<file path="src/s2cd_pkg.sv">
// Shared types and constants for the seconds-to-calendar-date pipeline.
// Used by every module of the block; depends on nothing.
`default_nettype none

package s2cd_pkg;

    // Bias of 6428268 days (44 eras) keeps the shifted seconds non-negative.
    localparam logic [40:0] SEC_BIAS   = 41'd555402355200;
    localparam logic [23:0] MARCH_BIAS = 24'd719468;

    // Stage counts of the pipeline parts.
    localparam int unsigned DAY_LAT    = 4;
    localparam int unsigned CLOCK_LAT  = 4;
    localparam int unsigned CIVIL_LAT  = 10;
    localparam int unsigned PIPE_LAT   = 1 + DAY_LAT + CIVIL_LAT;
    localparam int unsigned CLOCK_DLY  = CIVIL_LAT - CLOCK_LAT;

    // Exact reciprocals: floor(x / d) == (x * M) >> K for x below 2**(K - ceil(log2 d)).
    localparam int unsigned K_675_A = 28;
    localparam logic [18:0] M_675_A = 19'(((64'd1 << K_675_A) + 64'd674) / 64'd675);
    localparam int unsigned K_675_B = 36;
    localparam logic [26:0] M_675_B = 27'(((64'd1 << K_675_B) + 64'd674) / 64'd675);
    localparam int unsigned K_3600  = 29;
    localparam logic [17:0] M_3600  = 18'(((64'd1 << K_3600) + 64'd3599) / 64'd3600);
    localparam int unsigned K_60    = 18;
    localparam logic [12:0] M_60    = 13'(((64'd1 << K_60) + 64'd59) / 64'd60);
    localparam int unsigned K_7     = 27;
    localparam logic [24:0] M_7     = 25'(((64'd1 << K_7) + 64'd6) / 64'd7);
    localparam int unsigned K_ERA   = 42;
    localparam logic [24:0] M_ERA   = 25'(((64'd1 << K_ERA) + 64'd146096) / 64'd146097);
    localparam int unsigned K_1460  = 29;
    localparam logic [18:0] M_1460  = 19'(((64'd1 << K_1460) + 64'd1459) / 64'd1460);
    localparam int unsigned K_36524 = 34;
    localparam logic [18:0] M_36524 = 19'(((64'd1 << K_36524) + 64'd36523) / 64'd36524);
    localparam int unsigned K_365   = 27;
    localparam logic [18:0] M_365   = 19'(((64'd1 << K_365) + 64'd364) / 64'd365);
    localparam int unsigned K_100   = 16;
    localparam logic [9:0]  M_100   = 10'(((64'd1 << K_100) + 64'd99) / 64'd100);

    typedef struct packed {
        logic [4:0] hour;
        logic [5:0] minute;
        logic [5:0] second;
    } tod_t;

    typedef struct packed {
        logic [2:0]  weekday;
        logic [15:0] year;
        logic [3:0]  month;
        logic [4:0]  dom;
        logic [8:0]  doy;
    } date_t;

    // First day of each month in a March-based year.
    function automatic logic [8:0] month_start(input logic [3:0] mp);
        logic [8:0] start_day;
        unique case (mp)
            4'd0:    start_day = 9'd0;
            4'd1:    start_day = 9'd31;
            4'd2:    start_day = 9'd61;
            4'd3:    start_day = 9'd92;
            4'd4:    start_day = 9'd122;
            4'd5:    start_day = 9'd153;
            4'd6:    start_day = 9'd184;
            4'd7:    start_day = 9'd214;
            4'd8:    start_day = 9'd245;
            4'd9:    start_day = 9'd275;
            4'd10:   start_day = 9'd306;
            4'd11:   start_day = 9'd337;
            default: start_day = 9'd0;
        endcase
        return start_day;
    endfunction

endpackage

`default_nettype wire

</file>
<file path="src/s2cd_day_split.sv">
// Splits biased seconds into a day number and a second of the day.
// Depends on s2cd_pkg; four pipeline stages, divides by 128 and then by 675.
`default_nettype none

module s2cd_day_split (
    input  logic        clk,
    input  logic [40:0] u,
    output logic [23:0] days,
    output logic [16:0] tod
);

    logic [17:0] a;
    logic [36:0] qa_prod;
    logic [7:0]  qa_next;
    logic [17:0] ra_full;
    logic [25:0] nx_next;
    logic [52:0] qb_prod;
    logic [15:0] qb_next;
    logic [25:0] rb_full;

    logic [7:0]  qa1_reg;
    logic [17:0] a1_reg;
    logic [15:0] vlo1_reg;
    logic [6:0]  slo1_reg;
    logic [25:0] nx2_reg;
    logic [7:0]  qa2_reg;
    logic [6:0]  slo2_reg;
    logic [15:0] qb3_reg;
    logic [25:0] nx3_reg;
    logic [7:0]  qa3_reg;
    logic [6:0]  slo3_reg;
    logic [23:0] days_reg;
    logic [16:0] tod_reg;

    // Long division by 675 in two digits of the seconds shifted down by 7.
    assign a       = u[40:23];
    assign qa_prod = a * s2cd_pkg::M_675_A;
    assign qa_next = qa_prod[s2cd_pkg::K_675_A +: 8];

    assign ra_full = a1_reg - 18'(qa1_reg) * 18'd675;
    assign nx_next = {ra_full[9:0], vlo1_reg};

    assign qb_prod = nx2_reg * s2cd_pkg::M_675_B;
    assign qb_next = qb_prod[s2cd_pkg::K_675_B +: 16];

    assign rb_full = nx3_reg - 26'(qb3_reg) * 26'd675;

    always_ff @(posedge clk)
    begin
        qa1_reg  <= qa_next;
        a1_reg   <= a;
        vlo1_reg <= u[22:7];
        slo1_reg <= u[6:0];

        nx2_reg  <= nx_next;
        qa2_reg  <= qa1_reg;
        slo2_reg <= slo1_reg;

        qb3_reg  <= qb_next;
        nx3_reg  <= nx2_reg;
        qa3_reg  <= qa2_reg;
        slo3_reg <= slo2_reg;

        days_reg <= {qa3_reg, qb3_reg};
        tod_reg  <= {rb_full[9:0], slo3_reg};
    end

    assign days = days_reg;
    assign tod  = tod_reg;

endmodule

`default_nettype wire

</file>
<file path="src/s2cd_clock.sv">
// Breaks a second of the day into hour, minute and second.
// Depends on s2cd_pkg; four pipeline stages.
`default_nettype none

module s2cd_clock (
    input  logic           clk,
    input  logic [16:0]    tod,
    output s2cd_pkg::tod_t tm
);

    logic [34:0] hr_prod;
    logic [4:0]  hr_next;
    logic [11:0] rem_next;
    logic [24:0] mn_prod;
    logic [5:0]  mn_next;
    logic [11:0] sec_full;

    logic [16:0]    tod1_reg;
    logic [4:0]     hr1_reg;
    logic [11:0]    rem2_reg;
    logic [4:0]     hr2_reg;
    logic [11:0]    rem3_reg;
    logic [4:0]     hr3_reg;
    logic [5:0]     mn3_reg;
    s2cd_pkg::tod_t tm_reg;
    s2cd_pkg::tod_t tm_next;

    assign hr_prod  = tod * s2cd_pkg::M_3600;
    assign hr_next  = hr_prod[s2cd_pkg::K_3600 +: 5];
    assign rem_next = 12'(tod1_reg - 17'(hr1_reg) * 17'd3600);
    assign mn_prod  = rem2_reg * s2cd_pkg::M_60;
    assign mn_next  = mn_prod[s2cd_pkg::K_60 +: 6];
    assign sec_full = rem3_reg - 12'(mn3_reg) * 12'd60;

    always_comb
    begin
        tm_next.hour   = hr3_reg;
        tm_next.minute = mn3_reg;
        tm_next.second = sec_full[5:0];
    end

    always_ff @(posedge clk)
    begin
        tod1_reg <= tod;
        hr1_reg  <= hr_next;
        rem2_reg <= rem_next;
        hr2_reg  <= hr1_reg;
        rem3_reg <= rem2_reg;
        hr3_reg  <= hr2_reg;
        mn3_reg  <= mn_next;
        tm_reg   <= tm_next;
    end

    assign tm = tm_reg;

endmodule

`default_nettype wire

</file>
<file path="src/s2cd_civil.sv">
// Turns a biased day number into weekday, year, month, day of month and day of year.
// Depends on s2cd_pkg; ten pipeline stages through era, year of era and month.
`default_nettype none

module s2cd_civil (
    input  logic            clk,
    input  logic [23:0]     days,
    output s2cd_pkg::date_t dt
);

    // Combinational values feeding each stage
    logic [23:0] zz_next;
    logic [23:0] wkx_next;
    logic [48:0] era_prod;
    logic [6:0]  era_next;
    logic [48:0] q7_prod;
    logic [20:0] q7_next;
    logic [23:0] doe_full;
    logic [23:0] wday_full;
    logic [36:0] q1460_prod;
    logic [6:0]  q1460_next;
    logic [36:0] q36524_prod;
    logic [2:0]  q36524_next;
    logic        last_next;
    logic [15:0] ybase_next;
    logic [17:0] t_next;
    logic [36:0] yoe_prod;
    logic [8:0]  yoe_next;
    logic [18:0] q100_prod;
    logic [1:0]  q100_next;
    logic [17:0] base_next;
    logic [17:0] doy_full;
    logic [8:0]  rem100_full;
    logic        leap_next;
    logic [3:0]  mp_next;
    logic        late;
    logic [8:0]  dom_full;
    s2cd_pkg::date_t dt_next;

    // Stage registers, numbered by stage
    logic [23:0] zz1_reg;
    logic [23:0] zz2_reg;
    logic [23:0] wkx2_reg;
    logic [6:0]  era2_reg;
    logic [20:0] q72_reg;
    logic [17:0] doe3_reg;
    logic [2:0]  wday3_reg;
    logic [6:0]  era3_reg;
    logic [6:0]  q1460_4_reg;
    logic [2:0]  q36524_4_reg;
    logic        last4_reg;
    logic [17:0] doe4_reg;
    logic [2:0]  wday4_reg;
    logic [15:0] ybase4_reg;
    logic [17:0] t5_reg;
    logic [17:0] doe5_reg;
    logic [2:0]  wday5_reg;
    logic [15:0] ybase5_reg;
    logic [8:0]  yoe6_reg;
    logic [17:0] doe6_reg;
    logic [2:0]  wday6_reg;
    logic [15:0] ybase6_reg;
    logic [1:0]  q100_7_reg;
    logic [17:0] base7_reg;
    logic [8:0]  yoe7_reg;
    logic [17:0] doe7_reg;
    logic [2:0]  wday7_reg;
    logic [15:0] ybase7_reg;
    logic [8:0]  doy8_reg;
    logic        leap8_reg;
    logic [8:0]  yoe8_reg;
    logic [2:0]  wday8_reg;
    logic [15:0] ybase8_reg;
    logic [3:0]  mp9_reg;
    logic [8:0]  doy9_reg;
    logic        leap9_reg;
    logic [8:0]  yoe9_reg;
    logic [2:0]  wday9_reg;
    logic [15:0] ybase9_reg;
    s2cd_pkg::date_t dt_reg;

    // Day count from 0000-03-01, still offset by 44 eras
    assign zz_next  = days + s2cd_pkg::MARCH_BIAS;

    // Era and weekday; the bias is a whole number of weeks, so add 3 for a Sunday base
    assign wkx_next = zz1_reg + 24'd3;
    assign era_prod = zz1_reg * s2cd_pkg::M_ERA;
    assign era_next = era_prod[s2cd_pkg::K_ERA +: 7];
    assign q7_prod  = wkx_next * s2cd_pkg::M_7;
    assign q7_next  = q7_prod[s2cd_pkg::K_7 +: 21];

    assign doe_full  = zz2_reg - 24'(era2_reg) * 24'd146097;
    assign wday_full = wkx2_reg - 24'(q72_reg) * 24'd7;

    assign q1460_prod  = doe3_reg * s2cd_pkg::M_1460;
    assign q1460_next  = q1460_prod[s2cd_pkg::K_1460 +: 7];
    assign q36524_prod = doe3_reg * s2cd_pkg::M_36524;
    assign q36524_next = q36524_prod[s2cd_pkg::K_36524 +: 3];
    assign last_next   = (doe3_reg == 18'd146096);
    // Year of the era start less 1900, with the 44-era bias removed
    assign ybase_next  = 16'(era3_reg) * 16'd400 - 16'd19500;

    assign t_next = doe4_reg - 18'(q1460_4_reg) + 18'(q36524_4_reg) - 18'(last4_reg);

    assign yoe_prod = t5_reg * s2cd_pkg::M_365;
    assign yoe_next = yoe_prod[s2cd_pkg::K_365 +: 9];

    assign q100_prod = yoe6_reg * s2cd_pkg::M_100;
    assign q100_next = q100_prod[s2cd_pkg::K_100 +: 2];
    assign base_next = 18'(yoe6_reg) * 18'd365 + 18'(yoe6_reg[8:2]);

    assign doy_full    = doe7_reg - base7_reg + 18'(q100_7_reg);
    assign rem100_full = yoe7_reg - 9'(q100_7_reg) * 9'd100;
    // Within an era the year is a multiple of 400 only at the era start
    assign leap_next   = (yoe7_reg[1:0] == 2'b00)
                         && ((rem100_full[6:0] != 7'd0) || (yoe7_reg == 9'd0));

    // Month of the March-based year: last month start not beyond the day
    always_comb
    begin
        mp_next = 4'd0;
        for (int i = 1; i < 12; i++)
        begin
            if (doy8_reg >= s2cd_pkg::month_start(4'(i)))
                mp_next = 4'(i);
        end
    end

    // January and February belong to the following calendar year
    assign late     = (mp9_reg >= 4'd10);
    assign dom_full = doy9_reg - s2cd_pkg::month_start(mp9_reg) + 9'd1;

    always_comb
    begin
        dt_next.weekday = wday9_reg;
        dt_next.year    = ybase9_reg + 16'(yoe9_reg) + 16'(late);
        dt_next.month   = late ? (mp9_reg - 4'd10) : (mp9_reg + 4'd2);
        dt_next.dom     = dom_full[4:0];
        dt_next.doy     = late ? (doy9_reg - 9'd306) : (doy9_reg + 9'd59 + 9'(leap9_reg));
    end

    always_ff @(posedge clk)
    begin
        zz1_reg      <= zz_next;

        zz2_reg      <= zz1_reg;
        wkx2_reg     <= wkx_next;
        era2_reg     <= era_next;
        q72_reg      <= q7_next;

        doe3_reg     <= doe_full[17:0];
        wday3_reg    <= wday_full[2:0];
        era3_reg     <= era2_reg;

        q1460_4_reg  <= q1460_next;
        q36524_4_reg <= q36524_next;
        last4_reg    <= last_next;
        doe4_reg     <= doe3_reg;
        wday4_reg    <= wday3_reg;
        ybase4_reg   <= ybase_next;

        t5_reg       <= t_next;
        doe5_reg     <= doe4_reg;
        wday5_reg    <= wday4_reg;
        ybase5_reg   <= ybase4_reg;

        yoe6_reg     <= yoe_next;
        doe6_reg     <= doe5_reg;
        wday6_reg    <= wday5_reg;
        ybase6_reg   <= ybase5_reg;

        q100_7_reg   <= q100_next;
        base7_reg    <= base_next;
        yoe7_reg     <= yoe6_reg;
        doe7_reg     <= doe6_reg;
        wday7_reg    <= wday6_reg;
        ybase7_reg   <= ybase6_reg;

        doy8_reg     <= doy_full[8:0];
        leap8_reg    <= leap_next;
        yoe8_reg     <= yoe7_reg;
        wday8_reg    <= wday7_reg;
        ybase8_reg   <= ybase7_reg;

        mp9_reg      <= mp_next;
        doy9_reg     <= doy8_reg;
        leap9_reg    <= leap8_reg;
        yoe9_reg     <= yoe8_reg;
        wday9_reg    <= wday8_reg;
        ybase9_reg   <= ybase8_reg;

        dt_reg       <= dt_next;
    end

    assign dt = dt_reg;

endmodule

`default_nettype wire

</file>
<file path="src/seconds_to_calendar_date.sv">
// Top level: converts signed epoch seconds to civil date and time of day.
// Depends on s2cd_pkg, s2cd_day_split, s2cd_clock and s2cd_civil.
//
// One request is taken on every cycle that start is high; busy never rises.
// Each request yields one result, shown for one cycle with done high.
// The pipeline is made of an input register, four stages
// that split seconds into day and second of day, and ten stages of the
// calendar arithmetic, each divide by a constant being a reciprocal multiply
// followed by a stage of remainder.
// The receiver cannot stall, so results must be taken as they appear.
`default_nettype none

module seconds_to_calendar_date (
    input  logic               clk,
    input  logic               rst_n,
    input  logic               start,
    output logic               busy,
    input  logic signed [39:0] unix_seconds,
    output logic               done,
    output logic [4:0]         hour,
    output logic [5:0]         minute,
    output logic [5:0]         second,
    output logic [2:0]         weekday,
    output logic signed [15:0] year_since_1900,
    output logic [3:0]         month,
    output logic [4:0]         day_of_month,
    output logic [8:0]         day_of_year
);

    logic                             accept;
    logic [40:0]                      u_next;
    logic [40:0]                      u_reg;
    logic [s2cd_pkg::PIPE_LAT-1:0]    vld_next;
    logic [s2cd_pkg::PIPE_LAT-1:0]    vld_reg;
    logic [23:0]                      days;
    logic [16:0]                      tod;
    s2cd_pkg::tod_t                   tm;
    s2cd_pkg::tod_t                   tm_dly_reg [s2cd_pkg::CLOCK_DLY];
    s2cd_pkg::date_t                  dt;

    assign busy   = 1'b0;
    assign accept = start && !busy;

    // Bias to a non-negative value so every later division is unsigned floor
    assign u_next   = 41'(unix_seconds) + s2cd_pkg::SEC_BIAS;
    assign vld_next = {vld_reg[s2cd_pkg::PIPE_LAT-2:0], accept};

    always_ff @(posedge clk or negedge rst_n)
    begin
        if (!rst_n)
            vld_reg <= '0;
        else
            vld_reg <= vld_next;
    end

    always_ff @(posedge clk)
    begin
        if (accept)
            u_reg <= u_next;
    end

    s2cd_day_split u_day_split (
        .clk  (clk),
        .u    (u_reg),
        .days (days),
        .tod  (tod)
    );

    s2cd_clock u_clock (
        .clk (clk),
        .tod (tod),
        .tm  (tm)
    );

    s2cd_civil u_civil (
        .clk  (clk),
        .days (days),
        .dt   (dt)
    );

    // Hold the time of day back until the date catches up
    always_ff @(posedge clk)
    begin
        tm_dly_reg[0] <= tm;
        for (int i = 1; i < s2cd_pkg::CLOCK_DLY; i++)
        begin
            tm_dly_reg[i] <= tm_dly_reg[i-1];
        end
    end

    assign done            = vld_reg[s2cd_pkg::PIPE_LAT-1];
    assign hour            = tm_dly_reg[s2cd_pkg::CLOCK_DLY-1].hour;
    assign minute          = tm_dly_reg[s2cd_pkg::CLOCK_DLY-1].minute;
    assign second          = tm_dly_reg[s2cd_pkg::CLOCK_DLY-1].second;
    assign weekday         = dt.weekday;
    assign year_since_1900 = dt.year;
    assign month           = dt.month;
    assign day_of_month    = dt.dom;
    assign day_of_year     = dt.doy;

endmodule

`default_nettype wire

</file>
<file path="config.mk">
export PLATFORM = sky130hd
export DESIGN_NAME = seconds_to_calendar_date
export DESIGN_NICKNAME = d
export VERILOG_FILES = /design/src/s2cd_pkg.sv /design/src/s2cd_day_split.sv /design/src/s2cd_clock.sv /design/src/s2cd_civil.sv /design/src/seconds_to_calendar_date.sv
export SDC_FILE = /design/constraint.sdc
export NUM_CORES = 2
export LEC_CHECK = 0
export BUFFER_PORTS_ARGS = -buffer_cell sky130_fd_sc_hd__buf_4
export CAP_MARGIN = 20
export CORE_ASPECT_RATIO = 1.75
export CORE_MARGIN = 8
export CORE_UTILIZATION = 50
export CTS_CLUSTER_SIZE = 40
export DETAILED_ROUTE_END_ITERATION = 12
export PLACE_DENSITY = 0.66
export RECOVER_POWER = 25
export SLEW_MARGIN = 20
export SYNTH_ARGS = -nofsm -noshare
export SYNTH_HDL_FRONTEND = slang
export SYNTH_SLANG_ARGS = --single-unit
</file>
<file path="constraint.sdc">
create_clock -name clk -period 14.7 [get_ports clk]
set_input_delay 1.47 -clock clk [delete_from_list [all_inputs] [get_ports clk]]
set_output_delay 1.47 -clock clk [all_outputs]
set_load 0.02 [all_outputs]
</file>
# Yosys cells after proc, flatten, opt, wreduce, memory -nomap -nowiden
# Memory sizes are Yosys's and may differ from the RTL's.
# Cells that the tools add are included.
dict set report totals {
  reg_bits 685
  latchBits 0
  ramBits 102
  romBits 144
  inputBits 43
  out_inout_bits 56
  elab_cells 150
  n_memories 2
}
# name depth word_bits read_ports rd_ports_with_merged_regs write_ports line
set mem_list {}
lappend mem_list {{(name not given)} 16 9 1 0 0 s2cd_pkg.sv:57} ;# unique case (mp)
lappend mem_list {tm_dly_reg 6 17 6 0 6 seconds_to_calendar_date.sv:38} ;# s2cd_pkg::tod_t tm_dly_reg [s2cd_pkg::CLOCK_DLY];
dict set report op_classes {
  addsub 26
  n_mul 19
  n_div 0
  order_cmp 12
  n_eq_ne 1
  n_shift 0
  muxes 12
  n_bitwise 0
  reduce_logical 7
}
# op count
set op_table {}
lappend op_table {{18-bit by 16-bit multiplier with 33-bit output, second input constant} 2}
lappend op_table {{26-bit by 27-bit multiplier with 52-bit output, second input constant} 1}
lappend op_table {{24-bit by 24-bit multiplier with 48-bit output, second input constant} 1}
lappend op_table {{24-bit by 24-bit multiplier with 47-bit output, second input constant} 1}
lappend op_table {{41-bit by 40-bit adder with 41-bit output, second input constant} 1}
lappend op_table {{18-bit by 19-bit multiplier with 37-bit output, second input constant} 1}
lappend op_table {{9-bit by 8-bit >= comparator with 1-bit output, second input constant} 4}
lappend op_table {{18-bit by 19-bit multiplier with 36-bit output, second input constant} 1}
lappend op_table {{17-bit by 18-bit multiplier with 34-bit output, second input constant} 1}
lappend op_table {{9-bit >= comparator, second input constant} 3}
lappend op_table {{24-bit by 2-bit adder with 24-bit output, second input constant} 1}
lappend op_table {{24-bit by 20-bit adder with 24-bit output, second input constant} 1}
lappend op_table {{12-bit by 12-bit multiplier with 23-bit output, second input constant} 1}
lappend op_table {{21-bit by 3-bit multiplier with 3-bit output, second input constant} 1}
lappend op_table {{10-bit subtractor} 2}
lappend op_table {{18-bit by 3-bit adder with 18-bit output} 1}
lappend op_table {{18-bit == test, second input constant} 1}
lappend op_table {{9-bit by 7-bit >= comparator with 1-bit output, second input constant} 2}
lappend op_table {{7-bit by 18-bit multiplier with 18-bit output, second input constant} 1}
lappend op_table {{18-bit by 1-bit subtractor with 18-bit output} 1}
lappend op_table {{18-bit subtractor} 1}
lappend op_table {{18-bit by 7-bit subtractor with 18-bit output} 1}
lappend op_table {{16-bit by 1-bit adder with 16-bit output} 1}
lappend op_table {{16-bit by 9-bit adder with 16-bit output} 1}
lappend op_table {{38 further kinds} 45}

# Depth between registers and ports, before layout
dict set report logic_depth {
  depth_word 11
  ltp_mapped 29
}

# Cells and area by module
# From an unflattened synthesis, not the netlist that was laid out.
dict set report hier_totals {
  hier_cells 6902
  area_unflattened_um2 75421.1
}
# module instances cells_per_inst area_each_um2
set modules_own_cells {}
lappend modules_own_cells {s2cd_civil 1 4031 43365.3}
lappend modules_own_cells {s2cd_day_split 1 1848 20026.7}
lappend modules_own_cells {s2cd_clock 1 773 7761.2}
lappend modules_own_cells {seconds_to_calendar_date 1 250 4267.8}

# Worst setup path before layout
# OpenSTA, ideal clock, no wires.
dict set report synth_path {
  path_type {reg-to-reg}
  from {register u_civil.zz1_reg[0]}
  to {register u_civil.q72_reg[1]}
  setup_time_ns 0.072
  arrival_ns 6.917
  setup_slack_ns 7.711
  path_stages_with_launch 29
  n_path_buf 0
  synth_period_minus_slack_ns 6.989
  cell_sequence {dfxtp_1 -> inv_1 -> ha_1 -> and3b_1 -> nand2_1 -> nor2_1 -> nand3_1 -> nor2_1 -> nand2_1 -> xnor2_1 -> ha_1 -> ha_1 -> ha_1 -> fa_1 -> inv_1 -> fa_1 -> inv_1 -> fa_1 -> inv_1 -> fa_1 -> inv_1 -> ha_1 -> a21o_1 -> a21o_1 -> a21o_1 -> a211o_1 -> or3_1 -> a21oi_1 -> xnor2_1}
}
dict set report synth_between {
  elab_chain_cells 2
}
# item line
set synth_rtl {}
lappend synth_rtl {{from (decl)} s2cd_civil.sv:41} ;# logic [23:0] zz1_reg;
lappend synth_rtl {{from (signal assigned)} s2cd_civil.sv:144} ;# zz1_reg <= zz_next;
lappend synth_rtl {{24-bit by 2-bit adder with 24-bit output} s2cd_civil.sv:86} ;# assign wkx_next = zz1_reg + 24'd3;
lappend synth_rtl {{24-bit by 24-bit multiplier with 47-bit output} s2cd_civil.sv:89} ;# assign q7_prod = wkx_next * s2cd_pkg::M_7;
lappend synth_rtl {{net u_civil.q7_prod[28]} s2cd_civil.sv:16} ;# logic [48:0] q7_prod;
lappend synth_rtl {{to (signal assigned)} s2cd_civil.sv:149} ;# q72_reg <= q7_next;
lappend synth_rtl {{to (decl)} s2cd_civil.sv:45} ;# logic [20:0] q72_reg;
# The timed path passes the listed nets, and every way through them passes these cells.
# A chain may end at the register's enable or synchronous reset.

# Final worst setup path
# Ends and elaborated chain as after synthesis.

==> reports/metrics.cfg <==
[worst_hold_path]
min_path_cells = 0
min_path_type = reg2reg

[timing]
tns_ns = 0
worst_slew_pin_slew_ns = 1.04
finalSetupViolCount = 0
post-route-min-period_ns = 8.08
finalCritPeriodShare_pct = 55.0
report.final.slew_viol_count = 0
slew_headroom_pct = 30.7
fmax_mhz = 124
skew_ns = 0.0534
final_hold_viol_count = 0
rsz0062_at_grt = no

[status]
run_status = finished, final reports clean

[cts]
cts_resized = 0
clkTransAtPathRegs_ns = 0.07
clock_path_buffers = 3
cts_setup_buffers = 0
clockRootBuffer = clkbuf_16
clk_latency_ns = 0.71
cts_max_level = 3
cts_buffers = 77
cts_hold_buf = 0
tritoncts = done
cts_num_sinks = 745

[final_layout]
synthToLayoutAreaGrowth_pct = 8.24
antennaDiodeCount = 0
drive_above_1_share_pct = 4.09
largest_register_ffs = 102
final_cell_mix = inv_1, ha_1, fa_1
layout_commonest_cell = inv_1
nets = 9763

[worst_setup_path]
critPathBufInv = 5
crit_start = u_civil.zz1_reg[0]$_DFF_P_
crit_fanout = 11
end_kind = register
criticalPathCategory = reg2reg
crit_end = u_civil.q72_reg[1]$_DFF_P_
critical_path_depth = 27
arrival_ns = 8.68
r2r_end = u_civil.q72_reg[1]$_DFF_P_
critPathTopFamily = adder cells
timing.reg2reg.worst_path_depth = 27
cp_slowest_stage_delay_ns = 0.66
start_kind = register
rrSetupSlack_ns = 6.62
required_ns = 15.30
cp_slowest_cell = dfxtp_1
crit-reg2reg-launch = u_civil.zz1_reg[0]$_DFF_P_

[yosys]
avgSynthCellArea_um2 = 11.0
ys_seq_area_share_pct = 20.8
synth_edf_count = 41
async_flop_share_pct = 2.01
synth_warnings = 0
ys_ff_latch = 745
synthDistinctLibCells = 83
synth_cells = 6716
synth_ff_type = dfxtp_1
synth_area_um2 = 74200
synth_nets = 9570

[place]
gp_congestion = 0.950
hpwl_um = 147000
portBuffers = 97

[floorplan]
initial_utilization_pct = 50.2
dieArea_um2 = 161000
dieHeight_um = 526
core_um2 = 148000
die_w_um = 307
rows = 187
io_pins = 99

[run]
drv_cap = 0

[drt]
wl_um = 168000
ant_nets = 0
firstDrtPassIters = 5
vias_per_cell = 5.08
wire_per_inst_um = 18.7
vias = 45446
initialDrtViolationCount = 1361
drc = 0

[global_routing]
grt_pass1_wl_um = 270000
antenna_found_initial = 0
grt_max_degree = 43
grt_pass1_vias = 52096
overflow = 0
grt_usage_pct = 21.4

## Yosys cell counts, drive strengths merged (8+ instances only)
library cell	count	share of area [%]
a211oi	20	0.21
a21boi	13	0.13
a21o	82	0.83
a21oi	148	1.0
a31oi	22	0.19
and2	11	0.093
and3	18	0.15
clkbuf	8	0.040
dfrtp	15	0.51
dfxtp	689	19
edfxtp	41	1.7
fa	1076	29
ha	1735	29
inv	1818	9.2
nand2	92	0.47
nand2b	20	0.17
nand3	42	0.28
nand4	32	0.27
nor2	149	0.75
nor2b	20	0.17
nor3	50	0.34
nor4	9	0.076
o211ai	12	0.12
o21a	30	0.31
o21ai	89	0.60
o21bai	31	0.31
o31ai	8	0.081
or2	13	0.11
or3	8	0.067
xnor2	246	2.9
xor2	74	0.87
## routing by layer
layer,vias to the layer above,routed length [um],global-route usage (%)
met5,-,0,0
met4,0,15100,16.1
met3,565,3840,2.12
met2,808,97000,43.7
met1,22589,51700,18.6
li1,21484,-,-
## stage by stage
step	cell area, um2	cells	hold WS [ns]	util (%)	worst slack, ns
CTS	80300	8954	0.322	54.3	6.55
finish	80300	8954	0.320	54.3	6.62
global placement	77600	8814	0.310	52.5	6.58
global route	80300	8954	0.326	54.3	6.15
floorplan	74200	6716	0.310	-	7.71
detailed placement	77600	8814	0.312	52.5	6.60
## how the worst min path moves through the flow
stage	start	endpoint
CTS	u_civil.yoe8_reg[0]$_DFF_P_	u_civil.yoe9_reg[0]$_DFF_P_
detailed placement	tm_dly_reg[0][15]$_DFF_P_	tm_dly_reg[1][15]$_DFF_P_
floorplan	u_clock.tm[0]$_DFF_P_	tm_dly_reg[0][0]$_DFF_P_
global route	u_civil.wday8_reg[1]$_DFF_P_	u_civil.wday9_reg[1]$_DFF_P_
finish	u_civil.yoe8_reg[0]$_DFF_P_	u_civil.yoe9_reg[0]$_DFF_P_
global placement	u_day_split.qa3_reg[0]$_DFF_P_	u_day_split.days[16]$_DFF_P_
## final cells by class
type	count	area [um2]
multi-input cells	4144	51900
fillers	13000	67600
flip-flops and latches	745	15400
repair buffers	123	923
clock inverters	49	662
clock buffers	91	2080
inverters	1818	6820
well taps	1984	2480
## cell families (layout without fill, tap and decap cells)
| logic type | after synthesis | after routing | synth area share (%) |
|---|---|---|---|
| xor+xnor | 320 | 320 | 3.78 |
| flops | 745 | 745 | 20.8 |
| compound gates | 524 | 524 | 4.70 |
| buf+inv | 1827 | 2081 | 9.25 |
| other cells | 1 | 1 | 0.00505 |
| fa+ha+maj | 2812 | 2812 | 58.3 |
| simple gates | 482 | 482 | 3.15 |
| mux | 5 | 5 | 0.0708 |
## worst register-to-register path: cells and delay by family (launching register included)
| family | cells | cell delay [ns] |
|---|---|---|
| adder cells (fa/ha/maj) | 9 | 3.57 |
| AND/OR/NAND/NOR | 6 | 1.55 |
| AO/OA/AOI/OAI | 5 | 0.95 |
| flip-flops | 1 | 0.66 |
| XOR/XNOR | 2 | 0.66 |
| buffers and inverters | 5 | 0.57 |
Power is left out: the tool's default activity adds up to more than one toggle a clock period on the data nets, which glitch-free logic cannot reach.
